$ cat src/hw/rtl/utt_pkg.sv
`default_nettype none
// ----------------------------------------------------------------------------
// UTF-16 to UTF-8 transcoder package
// Shared transaction types, surrogate constants and the UTF-8 encoder for a
// code point of the basic multilingual plane.
// ----------------------------------------------------------------------------
package utt_pkg;

   // Surrogate ranges and fixed code points
   localparam logic [15:0] SurHighFirst = 16'hD800;
   localparam logic [15:0] SurHighLast  = 16'hDBFF;
   localparam logic [15:0] SurLowFirst  = 16'hDC00;
   localparam logic [15:0] SurLowLast   = 16'hDFFF;
   localparam logic [15:0] Replacement  = 16'hFFFD;
   localparam logic [20:0] SuppBase     = 21'h010000;

   // At most six bytes per input transaction
   localparam int MaxBytes   = 6;
   localparam int CountWidth = $clog2(MaxBytes + 1);

   // Request and response payloads
   typedef struct packed {
      logic [15:0] code_unit_raw;
      logic        last_unit;
   } req_type;

   typedef struct packed {
      logic [7:0] out_byte;
      logic       last_byte;
   } rsp_type;

   // Encoded bytes of one basic-plane code point, first byte at index 0
   typedef struct packed {
      logic [2:0][7:0] bytes;
      logic [1:0]      count;
   } bmp_bytes_type;

   // Byte group handed from the decoder to the serialiser
   typedef struct packed {
      logic [MaxBytes-1:0][7:0] bytes;
      logic [CountWidth-1:0]    count;
   } byte_group_type;

   // UTF-8 encoding of a 16-bit code point: one, two or three bytes.
   function automatic bmp_bytes_type encode_bmp(input logic [15:0] cp);
      bmp_bytes_type res;
      res.bytes = '0;
      if (cp < 16'h0080) begin
         res.bytes[0] = {1'b0, cp[6:0]};
         res.count    = 2'd1;
      end else if (cp < 16'h0800) begin
         res.bytes[0] = {3'b110, cp[10:6]};
         res.bytes[1] = {2'b10, cp[5:0]};
         res.count    = 2'd2;
      end else begin
         res.bytes[0] = {4'b1110, cp[15:12]};
         res.bytes[1] = {2'b10, cp[11:6]};
         res.bytes[2] = {2'b10, cp[5:0]};
         res.count    = 2'd3;
      end
      return res;
   endfunction

endpackage
`default_nettype wire

$ cat src/hw/rtl/utt_decode.sv
`default_nettype none
// ----------------------------------------------------------------------------
// UTF-16 decoder stage
// Registers one request transaction, pairs surrogates against the held high
// surrogate and produces the complete UTF-8 byte group for the transaction.
// ----------------------------------------------------------------------------
module utt_decode
   import utt_pkg::*;
(
   input  wire logic           clock,
   input  wire logic           reset,
   input  wire logic           big_endian,
   input  wire logic           req_valid,
   output logic                req_ready,
   input  wire req_type        req_payload,
   output logic                group_valid,
   input  wire logic           group_ready,
   output byte_group_type      group
);

   logic          stage_valid_ff, stage_valid_in;
   req_type       stage_ff;
   logic          held_valid_ff, held_valid_in;
   logic [9:0]    held_bits_ff, held_bits_in;
   logic [15:0]   unit;
   logic          is_low, is_high, pair, second_on, retire;
   logic [20:0]   cp_pair;
   bmp_bytes_type second, repl;

   // Byte order of the stream
   assign unit = big_endian ? {stage_ff.code_unit_raw[7:0], stage_ff.code_unit_raw[15:8]}
                            : stage_ff.code_unit_raw;

   assign is_low  = (unit >= SurLowFirst) && (unit <= SurLowLast);
   assign is_high = (unit >= SurHighFirst) && (unit <= SurHighLast);
   assign pair    = held_valid_ff && is_low;

   // A high surrogate at the end of the stream is replaced at once.
   assign second_on = !is_high || stage_ff.last_unit;
   assign second    = encode_bmp(is_high ? Replacement : unit);
   assign repl      = encode_bmp(Replacement);
   assign cp_pair   = SuppBase + {1'b0, held_bits_ff, unit[9:0]};

   // Assemble the byte group: pair, or optional flush then the unit itself.
   always_comb begin
      group.bytes = '0;
      group.count = '0;
      if (pair) begin
         group.bytes[0] = {5'b11110, cp_pair[20:18]};
         group.bytes[1] = {2'b10, cp_pair[17:12]};
         group.bytes[2] = {2'b10, cp_pair[11:6]};
         group.bytes[3] = {2'b10, cp_pair[5:0]};
         group.count    = CountWidth'(4);
      end else if (held_valid_ff) begin
         group.bytes[2:0] = repl.bytes;
         group.bytes[5:3] = second.bytes;
         group.count      = CountWidth'(3)
                            + (second_on ? CountWidth'(second.count) : CountWidth'(0));
      end else begin
         group.bytes[2:0] = second.bytes;
         group.count      = second_on ? CountWidth'(second.count) : CountWidth'(0);
      end
   end

   // A transaction that yields no bytes retires without waiting.
   assign group_valid = stage_valid_ff && (group.count != '0);
   assign retire      = stage_valid_ff && ((group.count == '0) || group_ready);
   assign req_ready   = !stage_valid_ff || retire;

   // Stage occupancy and surrogate hold
   always_comb begin
      stage_valid_in = stage_valid_ff;
      held_valid_in  = held_valid_ff;
      held_bits_in   = held_bits_ff;
      if (retire) begin
         stage_valid_in = 1'b0;
         held_valid_in  = is_high && !stage_ff.last_unit;
         held_bits_in   = held_valid_in ? unit[9:0] : 10'd0;
      end
      if (req_valid && req_ready) begin
         stage_valid_in = 1'b1;
      end
   end

   always_ff @(posedge clock) begin
      if (reset) begin
         stage_valid_ff <= 1'b0;
         held_valid_ff  <= 1'b0;
         held_bits_ff   <= 10'd0;
      end else begin
         stage_valid_ff <= stage_valid_in;
         held_valid_ff  <= held_valid_in;
         held_bits_ff   <= held_bits_in;
      end
   end

   // Request payload register
   always_ff @(posedge clock) begin
      if (req_valid && req_ready) begin
         stage_ff <= req_payload;
      end
   end

`ifndef SYNTH
   a_hold_only_high : assert property (@(posedge clock) disable iff (reset)
      (retire && is_high && !stage_ff.last_unit)
      |=> (held_valid_ff && (held_bits_ff == $past(unit[9:0]))))
      else $error("held surrogate bits do not match the unit that set them");
   a_no_silent_drop : assert property (@(posedge clock) disable iff (reset)
      (stage_valid_ff && !is_high) |-> group_valid)
      else $error("non-high unit produced no bytes");
   a_pair_clears : assert property (@(posedge clock) disable iff (reset)
      (retire && pair) |=> !held_valid_ff)
      else $error("surrogate hold not cleared after a pair");
`endif

endmodule
`default_nettype wire

$ cat src/hw/rtl/utt_serializer.sv
`default_nettype none
// ----------------------------------------------------------------------------
// UTF-8 byte serialiser
// Holds one byte group and presents it one byte per response transaction,
// marking the final byte of the group.
// ----------------------------------------------------------------------------
module utt_serializer
   import utt_pkg::*;
(
   input  wire logic           clock,
   input  wire logic           reset,
   input  wire logic           group_valid,
   output logic                group_ready,
   input  wire byte_group_type group,
   output logic                rsp_valid,
   input  wire logic           rsp_ready,
   output rsp_type             rsp_payload
);

   logic [MaxBytes-1:0][7:0] bytes_ff, bytes_in;
   logic [CountWidth-1:0]    count_ff, count_in;
   logic                     take, load;

   assign rsp_valid             = (count_ff != '0);
   assign take                  = rsp_valid && rsp_ready;
   assign rsp_payload.out_byte  = bytes_ff[0];
   assign rsp_payload.last_byte = (count_ff == CountWidth'(1));

   // A new group may enter as the last byte of the current one leaves.
   assign group_ready = (count_ff == '0) || (rsp_payload.last_byte && rsp_ready);
   assign load        = group_valid && group_ready;

   // Load a group or shift the next byte to the front
   always_comb begin
      bytes_in = bytes_ff;
      count_in = count_ff;
      if (load) begin
         bytes_in = group.bytes;
         count_in = group.count;
      end else if (take) begin
         bytes_in = {8'h00, bytes_ff[MaxBytes-1:1]};
         count_in = count_ff - CountWidth'(1);
      end
   end

   always_ff @(posedge clock) begin
      if (reset) begin
         count_ff <= '0;
      end else begin
         count_ff <= count_in;
      end
   end

   always_ff @(posedge clock) begin
      bytes_ff <= bytes_in;
   end

`ifndef SYNTH
   a_count_bound : assert property (@(posedge clock) disable iff (reset)
      count_ff <= CountWidth'(MaxBytes))
      else $error("byte count exceeds the group size");
   a_step_down : assert property (@(posedge clock) disable iff (reset)
      (take && !rsp_payload.last_byte) |=> (count_ff == $past(count_ff) - CountWidth'(1)))
      else $error("byte count did not step after a transaction");
   a_load_counts : assert property (@(posedge clock) disable iff (reset)
      load |=> (count_ff == $past(group.count)))
      else $error("loaded group count lost");
`endif

endmodule
`default_nettype wire

$ cat src/hw/rtl/utf16_to_utf8_transcode.sv
`default_nettype none
// ----------------------------------------------------------------------------
// UTF-16 to UTF-8 transcoder
// Converts a stream of UTF-16 code units into UTF-8 bytes, pairing
// surrogates and replacing unpaired high surrogates with U+FFFD.
// ----------------------------------------------------------------------------
//  Channel | Ports            | Direction | Contents
//  req     | req_valid/ready  | in        | code_unit_raw, last_unit
//  rsp     | rsp_valid/ready  | out       | out_byte, last_byte
//  csr     | csr_write_enable | in        | big_endian in bit 0
//
// One response byte leaves per cycle while rsp_ready is high; a code unit
// yields 1 to 3 bytes for a basic-plane unit, 4 for a surrogate pair, up to
// 6 with a flushed replacement; a held high surrogate yields no byte.
// A request is registered in the decoder stage and its byte group in the
// serialiser; the decoder stage and the serialiser overlap, so a new
// request enters while bytes still drain.
// Reset is synchronous and clears the surrogate hold and the big-endian mode.
// A stalled response holds its byte; requests back up behind it.
// ----------------------------------------------------------------------------
module utf16_to_utf8_transcode
   import utt_pkg::*;
(
   input  wire logic    clock,
   input  wire logic    reset,
   input  wire logic    req_valid,
   output logic         req_ready,
   input  wire req_type req_payload,
   output logic         rsp_valid,
   input  wire logic    rsp_ready,
   output rsp_type      rsp_payload,
   input  wire logic    csr_write_enable,
   input  wire logic    csr_write_data
);

   logic           big_endian_ff, big_endian_in;
   logic           group_valid, group_ready;
   byte_group_type group;

   // Configuration register
   assign big_endian_in = csr_write_enable ? csr_write_data : big_endian_ff;

   always_ff @(posedge clock) begin
      if (reset) begin
         big_endian_ff <= 1'b0;
      end else begin
         big_endian_ff <= big_endian_in;
      end
   end

   // Decoder stage with surrogate hold
   utt_decode u_decode (
      .clock       (clock),
      .reset       (reset),
      .big_endian  (big_endian_ff),
      .req_valid   (req_valid),
      .req_ready   (req_ready),
      .req_payload (req_payload),
      .group_valid (group_valid),
      .group_ready (group_ready),
      .group       (group)
   );

   // Byte serialiser
   utt_serializer u_serializer (
      .clock       (clock),
      .reset       (reset),
      .group_valid (group_valid),
      .group_ready (group_ready),
      .group       (group),
      .rsp_valid   (rsp_valid),
      .rsp_ready   (rsp_ready),
      .rsp_payload (rsp_payload)
   );

endmodule
`default_nettype wire
$ cat config.mk
export PLATFORM = sky130hd
export DESIGN_NAME = utf16_to_utf8_transcode
export DESIGN_NICKNAME = d
export VERILOG_FILES = /design/src/hw/rtl/utt_pkg.sv /design/src/hw/rtl/utt_decode.sv /design/src/hw/rtl/utt_serializer.sv /design/src/hw/rtl/utf16_to_utf8_transcode.sv
export SDC_FILE = /design/constraint.sdc
export NUM_CORES = 1
export LEC_CHECK = 0
export BUFFER_PORTS_ARGS = -buffer_cell sky130_fd_sc_hd__buf_2
export CAP_MARGIN = 20
export CORE_MARGIN = 1.5
export CORE_UTILIZATION = 60
export DETAILED_ROUTE_END_ITERATION = 16
export GPL_TIMING_DRIVEN = 0
export PLACE_DENSITY_LB_ADDON = 0.3
export SLEW_MARGIN = 20
export SYNTH_ARGS = -nofsm -noshare
export SYNTH_HDL_FRONTEND = slang
export SYNTH_SLANG_ARGS = --single-unit
$ cat constraint.sdc
create_clock -name clock -period 3.6 [get_ports clock]
set_input_delay 0.9 -clock clock [delete_from_list [all_inputs] [get_ports clock]]
set_output_delay 0.9 -clock clock [all_outputs]
set_load 0.01 [all_outputs]
==> results of run 1 <==
-- critical path: cells and delay by family, from the launching register on --
family	cells	cell delay, ps
compound gates	2	670
simple gates	2	410
buf+inv	1	150
flops	1	540
-- kinds of logic (layout without fill, tap and decap cells) --
group / Yosys count / count (layout) / share of synthesized area [%]
AO/OA/AOI/OAI: 130 / 130 / 19.7
buffers and inverters: 41 / 90 / 4.96
multiplexers: 27 / 27 / 6.82
XOR/XNOR: 3 / 3 / 0.609
AND/OR/NAND/NOR: 126 / 126 / 15.5
flip-flops: 79 / 79 / 51.3
adder cells (fa/ha/maj): 4 / 4 / 1.16
-- metal layers --
layer  global-route usage, %  share of wire (%)  vias up
met2                    47.5                 44      244
met4                    16.3                4.5        0
met3                    6.03                9.9       46
met5                       0                  0        -
li1                        -                  -     1625
met1                    45.0                 42     1733
-- cells in the mapped netlist (2+ instances only) --
library cell | instances | area [µm²]
nor2b_1 | 2 | 12.5
o21ba_2 | 2 | 20.0
nor3_1 | 10 | 50.1
mux2_2 | 15 | 169
o21ai_0 | 39 | 195
or2_2 | 2 | 12.5
nand2_1 | 50 | 188
buf_2 | 9 | 45.0
nand3_1 | 3 | 15.0
edfxtp_1 | 63 | 1890
o22ai_1 | 4 | 25.0
a21oi_1 | 27 | 135
o211ai_1 | 9 | 67.6
and2_1 | 5 | 31.3
a211oi_1 | 9 | 67.6
and3_1 | 2 | 12.5
nor4b_1 | 2 | 17.5
clkbuf_1 | 14 | 52.6
a221oi_1 | 2 | 17.5
nor2_1 | 24 | 90.1
o32a_1 | 3 | 30.0
o21a_1 | 2 | 15.0
inv_1 | 7 | 26.3
and4b_1 | 3 | 30.0
buf_4 | 8 | 60.1
o221ai_1 | 2 | 17.5
o32ai_1 | 2 | 17.5
nand2b_1 | 2 | 12.5
dfxtp_1 | 16 | 320
a21o_1 | 6 | 45.0
xor2_1 | 2 | 17.5
o31ai_1 | 5 | 37.5
ha_1 | 4 | 50.1
nor3b_2 | 2 | 25.0
nor3b_1 | 6 | 45.0
a31oi_1 | 3 | 18.8
mux2i_1 | 11 | 110
nor3_2 | 3 | 30.0
a22oi_1 | 2 | 15.0
-- state kept, by name, summed over array words and instances, names as in the netlist --
| register | count |
|---|---|
| u_decode.held_bits_ff | 10 |
| u_serializer.bytes_ff | 38 |
| u_decode.stage_ff | 17 |
| u_serializer.rsp_payload | 8 |
| u_decode.held_valid_ff | 1 |
| big_endian_ff | 1 |
| u_serializer.count_ff | 3 |
| u_decode.stage_valid_ff | 1 |
-- cell type report --
type	count	area, µm²
Sequential cell	79	2210
Fill cell	525	2040
Multi-Input combinational cell	290	1890
Buffer	34	188
Timing Repair Buffer	33	180
Clock buffer	9	124
Tap cell	96	120
Clock inverter	7	87.6
Inverter	7	26.3
-- power by group through the flow --
stage | Combinational, W | Clock [W] | Sequential, W
4_1_cts | 0.00111 | 0.000710 | 0.00156
5_1_grt | 0.00123 | 0.000747 | 0.00159
3_5_place_dp | 0.00110 | 0 | 0.00158
3_3_place_gp | 0.00104 | 0 | 0.00158
6_report | 0.00112 | 0.000710 | 0.00156
2_1_floorplan | 0.000760 | 0 | 0.00155
-- stage by stage --
step	power [W]	cells	hold slack, ps	TNS, ps	setup slack (ps)
after global placement	0.00262	538	467	-2210	-92.1
after floorplan	0.00231	410	450	0	705
final	0.00339	555	498	0	568
after CTS	0.00337	555	494	0	597
after detailed placement	0.00268	539	483	0	785
after global routing	0.00357	555	523	0	453
-- worst paths after layout --
path / slack (ps) / cells after the start / to
setup reg to reg: 720 / 6 / u_serializer.bytes_ff[25]$_DFFE_PP_
hold / removal: 500 / 2 / u_decode.held_bits_ff[0]$_SDFFE_PP0P_
hold reg to reg: 500 / 2 / u_decode.held_bits_ff[0]$_SDFFE_PP0P_
setup / recovery: 570 / 5 / req_ready
==> impl_results.md, run 1 <==
* Outcome: completed
* Cts hold-fix bufs at 0
* Pins over their slew limit at 0
* Pwr/cell area at 702 mW/mm²
* Max Cap Viol at 0
* Kind of critical path: reg -> out
* Boundary Pins at 34
* FMAX at 0.330 GHz
* CTS resizes at 0
* Worst hold-check path type: reg -> reg
* Top_reg_cell synth: edfxtp_1
* First-pass GRT wire length at 18,100 µm
* Detail Placement HPWL at 8280 µm
* Worst Clk Skew at 6.40 ps
* Syn Area/Cell at 10.5 µm²
* Synth Register Bits at 79
* Synthesized area at 0.00431 mm²
* Crit-path max FO at 7
* Max Root-Sink Buffers at 2
* Syn nets at 437
* Sequential area share after synthesis at 51.3%
* RSZ-0062 raised after global routing: no
* Starting DRT DRC Count at 454
* YS warnings at 0
* Number of synthesized flops with an enable pin at 63
* Clock share of power at 21.0%
* Worst Min Path Start: u_decode.held_bits_ff[0]$_SDFFE_PP0P_
* Tmin final at 3030 ps
* CP Launch Type: register
* CTS HTree Levels at 3
* Crit path from: u_decode.stage_ff[16]$_DFFE_PP_
* FP Rows at 30
* GRT Total Usage at 32.1%
* DR vias/cell at 6.57
* Worst path arrival time at 2130 ps
* I/O Buffers at 32
* Combinational power share at 33.1%
* Drt first pass iters at 5
* Yosys cell types at 67
* Ant diodes at 0
* Die Y at 87.8 µm
* CTS tree: done
* Worst r2r src: u_decode.stage_ff[16]$_DFFE_PP_
* Core Box Area at 0.00687 mm²
* NetSw at 0.00114 W
* Final #Nets at 481
* Clock Tree Root: clkbuf_8
* Die X at 87.8 µm
* Slew @ Worst Pin at 1040 ps
* Number of global-route vias before repair at 3,373
* DIE AREA at 0.00771 mm²
* Number of setup buffers added after CTS at 0
* Initial Util at 62.8%
* Syn-to-layout area delta at 11.9%
* P_int at 0.00225 W
* Relative slew slack at 30.2%
* VDD IR-drop max at 0.000509 V
* Post-Route WL at 11,400 µm
* GR Overflow Total at 0
* Commonest non-fill, non-tap cell in the layout: edfxtp_1
* Largest net degree at the start of global routing at 33
* Static Leakage at 1.75 nW
* DRT antenna net count at 0
* Share of cells above drive strength 1 at 21.6%
* Post-DR wirelength/cell at 20.6 µm
* Most frequent cells in the layout: edfxtp_1 (63), nand2_1 (50), buf_2 (41)
* Fin util at 70.2%
* Slowest cell on crit path: edfxtp_1
* Final Cycle Share at 84.2%
* Worst path max stage delay at 540 ps
* Clock latency on the worst-skew pair at 350 ps
* Cell count after synthesis at 410
* Hold Vio Cnt, Final at 0
* DRC Markers at 0
* Final Cell Area at 0.00482 mm²
* DP Area at 0.00461 mm²
* CP endpoint kind: output pin
* Vias at 3,648
* TritonCTS buffer count at 9
* FFs w/ async S/R, synth at 0%
* Initial antenna violation count at 0
* Sw Ratio at 33.7%
* Clock sinks at 79
* Final setup viols at 0
* Sequential share of power at 46.0%
* Clk slew on worst S/H paths at 80 ps
* Worst path cell trace: and4b_1 -> a22o_1 -> a22oi_1 -> nand2_1 -> buf_2
* WP data required at 2700 ps
* RePlAce Congestion at 1.02
Power figures use the tool's default switching activity.
==> run 2: changes to the inputs <==
- CORE_UTILIZATION: 60 -> 54
- clock period: 3.6 -> 2.6 ns (I/O delays scaled with it)
==> impl_results.md, run 2 (synthesized netlist as in run 1, its figures left out) <==
* Kind of critical path: reg -> reg (was reg -> out)
* Die Y at 92.4 µm (was 87.8 µm)
* Max reg flops at 38 (unchanged)
* R2R setup slack at 40 ps (was 720 ps)
* FP Rows at 32 (was 30)
* Worst hold-check path type: in -> reg (was reg -> reg)
* Post-DR wirelength/cell at 20.6 µm (about the same)
* Top delay family on crit path: buffers and inverters (was compound AO/OA/AOI/OAI gates)
* Slowest cell on crit path: edfxtp_1 (unchanged)
* CP Depth at 8 (was 5)
* Initial Util at 55.8% (was 62.8%)
* Die X at 92.4 µm (was 87.8 µm)
* Cell mode on critical path: buf_2
* CP endpoint kind: register (was output pin)
* DR vias/cell at 6.35 (was 6.57)
* Clock latency on the worst-skew pair at 370 ps (was 350 ps)
* Final Cycle Share at 98.6%
* I/O Buffers at 32 (unchanged)
* VDD IR-drop max at 0.000415 V (was 0.000509 V)
* DIE AREA at 0.00853 mm² (was 0.00771 mm²)
* Syn-to-layout area delta at 13.4% (was 11.9%)
* Static Leakage at 1.78 nW (was 1.75 nW)
* Filler cells at 625 (was 525)
* Ant diodes at 0 (unchanged)
* Cts hold-fix bufs at 0 (unchanged)
* GRT Total Usage at 28.5% (was 32.1%)
* Post-Route WL at 11,600 µm (was 11,400 µm)
* FMAX at 0.390 GHz
* Outcome: completed (unchanged)
* WP data required at 2750 ps (was 2700 ps)
* Relative slew slack at 50.5% (was 30.2%)
* Starting DRT DRC Count at 435 (was 454)
* Pins over their slew limit at 0 (unchanged)
* Commonest non-fill, non-tap cell in the layout: edfxtp_1 (unchanged)
* DRT antenna net count at 0 (unchanged)
* Core Box Area at 0.00773 mm² (was 0.00687 mm²)
* Max Cap Viol at 0 (unchanged)
* Final worst slack at 37.6 ps (was 568 ps)
* Initial antenna violation count at 0 (unchanged)
* Fin util at 63.3% (was 70.2%)
* Worst path max stage delay at 470 ps (was 540 ps)
* Detail Placement HPWL at 8230 µm (was 8280 µm)
* Clock Tree Root: clkbuf_8 (unchanged)
* WP buf/inv at 3 (was 1)
* Clk slew on worst S/H paths at 70 ps (was 80 ps)
* Pre-CTS WS at -373 ps (was 785 ps)
* DRC Markers at 0 (unchanged)
* First-pass GRT wire length at 17,800 µm (was 18,100 µm)
* Crit-path max FO at 10 (was 7)
* CP Launch Type: register (unchanged)
* GR Overflow Total at 0 (unchanged)
* Boundary Pins at 34 (unchanged)
* Max Root-Sink Buffers at 2 (unchanged)
* Tmin final at 2560 ps
* Sum Neg Setup Slack at 0 ps (unchanged)
* Overall power at 0.00460 W (was 0.00339 W)
* RePlAce Congestion at 0.971 (was 1.02)
* Worst path arrival time at 2710 ps (was 2130 ps)
* Clock sinks at 79 (unchanged)
* Most frequent cells in the layout: edfxtp_1 (63), nand2_1 (50), buf_2 (39), o21ai_0 (39), a21oi_1 (27) (was edfxtp_1 (63), nand2_1 (50), buf_2 (41))
* Final setup viols at 0 (unchanged)
* Worst hold stages at 1 (was 2)
* Largest registers: u_serializer.bytes_ff x38, u_decode.stage_ff x17, u_decode.held_bits_ff x10 (unchanged)
* Pwr/cell area at 940 mW/mm² (was 702 mW/mm²)
* Largest net degree at the start of global routing at 25 (was 33)
* Final #Nets at 485 (was 481)
* R2r worst-path depth at 8 (was 6)
* Slew @ Worst Pin at 742 ps (was 1040 ps)
* Largest Register: u_serializer.bytes_ff (unchanged)
* CTS HTree Levels at 3 (unchanged)
* Share of cells above drive strength 1 at 24.0% (was 21.6%)
* Number of global-route vias before repair at 3,220 (was 3,373)
* RSZ-0062 raised after global routing: yes (was no)
* Hold Vio Cnt, Final at 0 (unchanged)
* Worst path cell trace: and4b_1 -> a22o_1 -> buf_2 -> a21o_1 -> buf_2 -> clkbuf_4 -> nand2_1 -> o31ai_1 (was and4b_1 -> a22o_1 -> a22oi_1 -> nand2_1 -> buf_2)
* Drt first pass iters at 5 (unchanged)
* CTS tree: done (unchanged)
* Worst Clk Skew at 13.9 ps (was 6.40 ps)
* Vias at 3,580 (was 3,648)
* TritonCTS buffer count at 9 (unchanged)
## run 2: metal layers
metal / track usage (%) / routed length, µm / vias to the layer above
li1: - / - / 1637
met1: 40.4 / 4950 / 1713
met2: 43.9 / 5460 / 202
met3: 4.02 / 963 / 28
met4: 11.8 / 264 / 0
met5: 0 / 0 / -
## run 2: power breakdown
part	total (W)	switching, W	internal (W)
clock	0.000864	0.000433	0.000430
combinational	0.00158	0.000983	0.000597
sequential	0.00215	0.000162	0.00199
total	0.00460	0.00158	0.00302
## run 2: final timing paths
| check | endpoint | start |
|---|---|---|
| hold reg to reg | u_decode.held_bits_ff[4]$_SDFFE_PP0P_ | u_decode.held_bits_ff[4]$_SDFFE_PP0P_ |
| setup / recovery | u_serializer.rsp_payload[2]$_DFFE_PP_ | u_decode.stage_ff[6]$_DFFE_PP_ |
| setup reg to reg | u_serializer.rsp_payload[2]$_DFFE_PP_ | u_decode.stage_ff[6]$_DFFE_PP_ |
| hold / removal | u_decode.stage_ff[8]$_DFFE_PP_ | req_payload[8] |
## run 2: final cells by class
type / count / area [µm²] / area share, %
Clock buffer: 10 / 128 / 2.61
Timing Repair Buffer: 36 / 190 / 3.89
Multi-Input combinational cell: 291 / 1960 / 40.2
Clock inverter: 5 / 50.0 / 1.02
Tap cell: 102 / 128 / 2.61
Buffer: 34 / 194 / 3.96
Sequential cell: 79 / 2210 / 45.2
Inverter: 7 / 26.3 / 0.537
## run 2: repair_timing
item | in CTS | in global routing
setup buffers | 3 | 1
resized for setup | 9 | 8
pin swaps | 1 | 1
endpoints found under the setup margin | 60 | 56
cloned | 1 | 0
## run 2: through the flow
step	hold WS, ps	instance area [µm²]	instances
4_1_cts	454	4850	563
5_1_grt	454	4890	564
6_report	458	4890	564
2_1_floorplan	450	4310	410
3_3_place_gp	469	4600	544
3_5_place_dp	486	4600	544
==> run 3: changes to the inputs <==
- CORE_UTILIZATION: 54 -> 55
- PLACE_DENSITY: unset -> 0.77
- PLACE_DENSITY_LB_ADDON: 0.3 -> unset
- SYNTH_HIERARCHICAL: unset -> 1
==> impl_results.md, run 3 <==
* Die X at 93.6 µm (was 92.4 µm)
* Number of global-route vias before repair at 3,170 (was 3,220)
* YS warnings at 6 (was 0)
* FMAX at 0.379 GHz (was 0.390 GHz)
* Commonest non-fill, non-tap cell in the layout: edfxtp_1 (unchanged)
* Filler cells at 637 (was 625)
* WP data required at 1950 ps (was 2750 ps)
* Yosys top cell by area: edfxtp_1 (unchanged)
* CP Launch Type: register (unchanged)
* Final Cell Area at 0.00531 mm² (was 0.00489 mm²)
* Syn-to-layout area delta at 17.6% (was 13.4%)
* Number of synthesized flops with an enable pin at 65 (was 63)
* Final Cycle Share at 101% (was 98.6%)
* FP Rows at 32 (unchanged)
* Die Y at 93.6 µm (was 92.4 µm)
* Most common cell in the netlist: edfxtp_1 (unchanged)
* WP buf/inv at 3 (unchanged)
* Slew @ Worst Pin at 944 ps (was 742 ps)
* Worst path max stage delay at 340 ps (was 470 ps)
* Largest family of logic cells by synthesized area: multiplexers (was compound AO/OA/AOI/OAI gates)
* Synthesized area at 0.00452 mm² (was 0.00431 mm²)
* Final worst slack at -35.7 ps (was 37.6 ps)
* Crit-path max FO at 6 (was 10)
* Top_reg_cell synth: edfxtp_1 (unchanged)
* DIE AREA at 0.00876 mm² (was 0.00853 mm²)
* Slowest cell on crit path: dfxtp_2 (was edfxtp_1)
* Initial antenna violation count at 0 (unchanged)
* Boundary Pins at 34 (unchanged)
* Pins over their slew limit at 0 (unchanged)
* Vias at 3,359 (was 3,580)
* Share of cells above drive strength 1 at 39.2% (was 24.0%)
* Share of the synthesized area in the top cell type at 43.2% (was 43.9%)
* Most frequent cells in the layout: edfxtp_1 (65), mux2_2 (44), buf_2 (37) (was edfxtp_1 (63), nand2_1 (50), buf_2 (39), o21ai_0 (39), a21oi_1 (27))
* Worst Clk Skew at 8.81 ps (was 13.9 ps)
* GRT Total Usage at 27.0% (was 28.5%)
* Sequential area share after synthesis at 50.3% (was 51.3%)
* Relative slew slack at 35.3% (was 50.5%)
* Yosys cell types at 65 (was 67)
* Core Box Area at 0.00785 mm² (was 0.00773 mm²)
* Post-Route WL at 11,200 µm (was 11,600 µm)
* Static Leakage at 1.98 nW (was 1.78 nW)
* Multi-input logic area at 0.00205 mm² (was 0.00196 mm²)
* Top delay family on crit path: compound AO/OA/AOI/OAI gates (was buffers and inverters)
* DRC Markers at 0 (unchanged)
* Compound-Gate Fraction of Synth Area at 14.5% (was 19.7%)
* DP Area at 0.00485 mm² (was 0.00460 mm²)
* FFs w/ async S/R, synth at 0% (unchanged)
* Post-synth top cells: edfxtp_1 (65), mux2_2 (45), a21oi_1 (27) (was edfxtp_1 (63), nand2_1 (50), o21ai_0 (39))
* I/O Buffers at 33 (was 32)
* Clock sinks at 81 (was 79)
* Syn Area/Cell at 11.9 µm² (was 10.5 µm²)
* Fin util at 67.7% (was 63.3%)
* Register Area at 0.00227 mm² (was 0.00221 mm²)
* Ant diodes at 0 (unchanged)
* CP endpoint kind: output pin (was register)
* Post-DR wirelength/cell at 20.1 µm (was 20.6 µm)
* Worst hold-check path type: in -> reg (unchanged)
* Synth Register Bits at 81 (was 79)
* Largest Register: u_serializer/bytes_ff (was u_serializer.bytes_ff)
* Max Root-Sink Buffers at 2 (unchanged)
* Hold Vio Cnt, Final at 0 (unchanged)
* Layout Cells excl Fill at 556 (was 564)
* TritonCTS buffer count at 9 (unchanged)
* RSZ-0062 raised after global routing: yes (unchanged)
* CTS HTree Levels at 3 (unchanged)
* Initial Util at 57.5% (was 55.8%)
* Tmin final at 2640 ps (was 2560 ps)
* RePlAce Congestion at 0.937 (was 0.971)
* Clock Tree Root: clkbuf_8 (unchanged)
* Pwr/cell area at 981 mW/mm² (was 940 mW/mm²)
* Starting DRT DRC Count at 269 (was 435)
* Worst path arrival time at 1990 ps (was 2710 ps)
* Outcome: finished, violations left (was completed)
* Cell count after synthesis at 380 (was 410)
* Clock latency on the worst-skew pair at 360 ps (was 370 ps)
* Area fraction in and, or, nand and nor cells after synthesis at 11.1% (was 15.5%)
* Detail Placement HPWL at 7640 µm (was 8230 µm)
* Final #Nets at 477 (was 485)
* Failing checks: negative setup slack
* Largest net degree at the start of global routing at 18 (was 25)
* Clk slew on worst S/H paths at 90 ps (was 70 ps)
* Final setup viols at 1 (was 0)
* Synth top area cells: edfxtp_1 (43%), mux2_2 (11%), dfxtp_1 (7.1%), mux2i_1 (3.8%), a21oi_1 (3.0%) (was edfxtp_1 (44%), dfxtp_1 (7.4%), o21ai_0 (4.5%), nand2_1 (4.4%), mux2_2 (3.9%))
* CTS tree: done (unchanged)
* First-pass GRT wire length at 17,300 µm (was 17,800 µm)
* DR vias/cell at 6.04 (was 6.35)
* Worst path cell trace: buf_6 -> mux2_4 -> nor3_4 -> a21bo_4 -> o21ai_4 -> inv_4 -> nand2_1 -> buf_2 (was and4b_1 -> a22o_1 -> buf_2 -> a21o_1 -> buf_2 -> clkbuf_4 -> nand2_1 -> o31ai_1)
* DRT antenna net count at 0 (unchanged)
* Post-Synth Adder-Cell Area at 1.11% (was 1.16%)
* VDD IR-drop max at 0.000606 V (was 0.000415 V)
* GR Overflow Total at 0 (unchanged)
* Drt first pass iters at 5 (unchanged)
* # placed instances at 518 (was 544)
* Max reg flops at 40 (was 38)
* Max Cap Viol at 0 (unchanged)
* Kind of critical path: reg -> out (was reg -> reg)
* Mux contribution to synthesized area at 16.0% (was 6.82%)
* Largest registers: u_serializer/bytes_ff x40, u_decode/stage_ff x17, u_decode/held_bits_ff x10 (was u_serializer.bytes_ff x38, u_decode.stage_ff x17, u_decode.held_bits_ff x10)
* XOR/XNOR share of the synthesized area at 0.582% (was 0.609%)
==> run 3: cell types whose count changed in the layout (fill, tap and decap cells not counted), moves of 7 or more <==
cell       delta
nand2_1      -32
o21ai_0      -30
mux2_2       +29
buf_4        +22
clkbuf_1     -11
o2bb2ai_1    +10
o211ai_1      -9
buf_6         +7
==> run 3: cell families (layout without fill, tap and decap cells) <==
family,after synthesis,count (layout)
muxes,65,65
other,1,4
buffers and inverters,45,116
adders and majority gates,4,4
AOI/OAI and AO/OA,90,90
DFF,81,81
xor gates and xnor gates,3,3
and+or+nand+nor,91,91
==> run 3: layout make-up <==
class | count | share of cell area (%)
Sequential cell | 81 | 42.8
Buffer | 31 | 4.34
Inverter | 14 | 1.11
Clock inverter | 6 | 1.70
Timing Repair Buffer | 53 | 6.31
Tap cell | 102 | 2.40
Timing Repair inverter | 3 | 0.424
Multi-Input combinational cell | 257 | 38.6
Clock buffer | 9 | 2.33
==> run 3: worst paths after layout <==
kind                                         startpoint  slack (ps)                               endpoint  cells after the start
hold reg to reg   u_decode/held_bits_ff[1]$_SDFFE_PP0P_         480  u_decode/held_bits_ff[1]$_SDFFE_PP0P_                      1
setup / recovery             big_endian_ff$_SDFFE_PP0P_         -40                              req_ready                      8
hold / removal                           req_payload[1]         460         u_decode/stage_ff[1]$_DFFE_PP_                      1
setup reg to reg             big_endian_ff$_SDFFE_PP0P_          50        u_decode/stage_ff[10]$_DFFE_PP_                      7
==> run 3: metal layers <==
| layer | vias up | part of all wire (%) | GRT usage [%] |
|---|---|---|---|
| met2 | 163 | 49 | 43.2 |
| met3 | 17 | 7.2 | 5.37 |
| met5 | - | 0 | 0 |
| met4 | 0 | 2.0 | 8.21 |
| met1 | 1627 | 42 | 37.0 |
| li1 | 1552 | - | - |
==> run 3: what timing repair did <==
item,CTS,global route
pin swaps,3,3
hold buffers,0,0
gates resized for setup,8,6
endpoints found under the setup margin,67,103
buffers inserted,14,6
cloned,3,0
==> run 3: per-stage QoR <==
step	total power (W)	setup TNS, ps	setup slack (ps)	hold slack [ps]
2_1_floorplan	0.00351	-6940	-145	424
3_3_place_gp	0.00389	-26890	-562	438
3_5_place_dp	0.00396	-30120	-598	454
4_1_cts	0.00513	-135	-50.7	455
5_1_grt	0.00548	-1670	-146	450
6_report	0.00521	-35.7	-35.7	458
==> run 3: where the power goes <==
part	internal [W]	switching [W]
sequential	0.00206	0.000162
clock	0.000541	0.000477
combinational	0.000965	0.00101
total	0.00356	0.00165
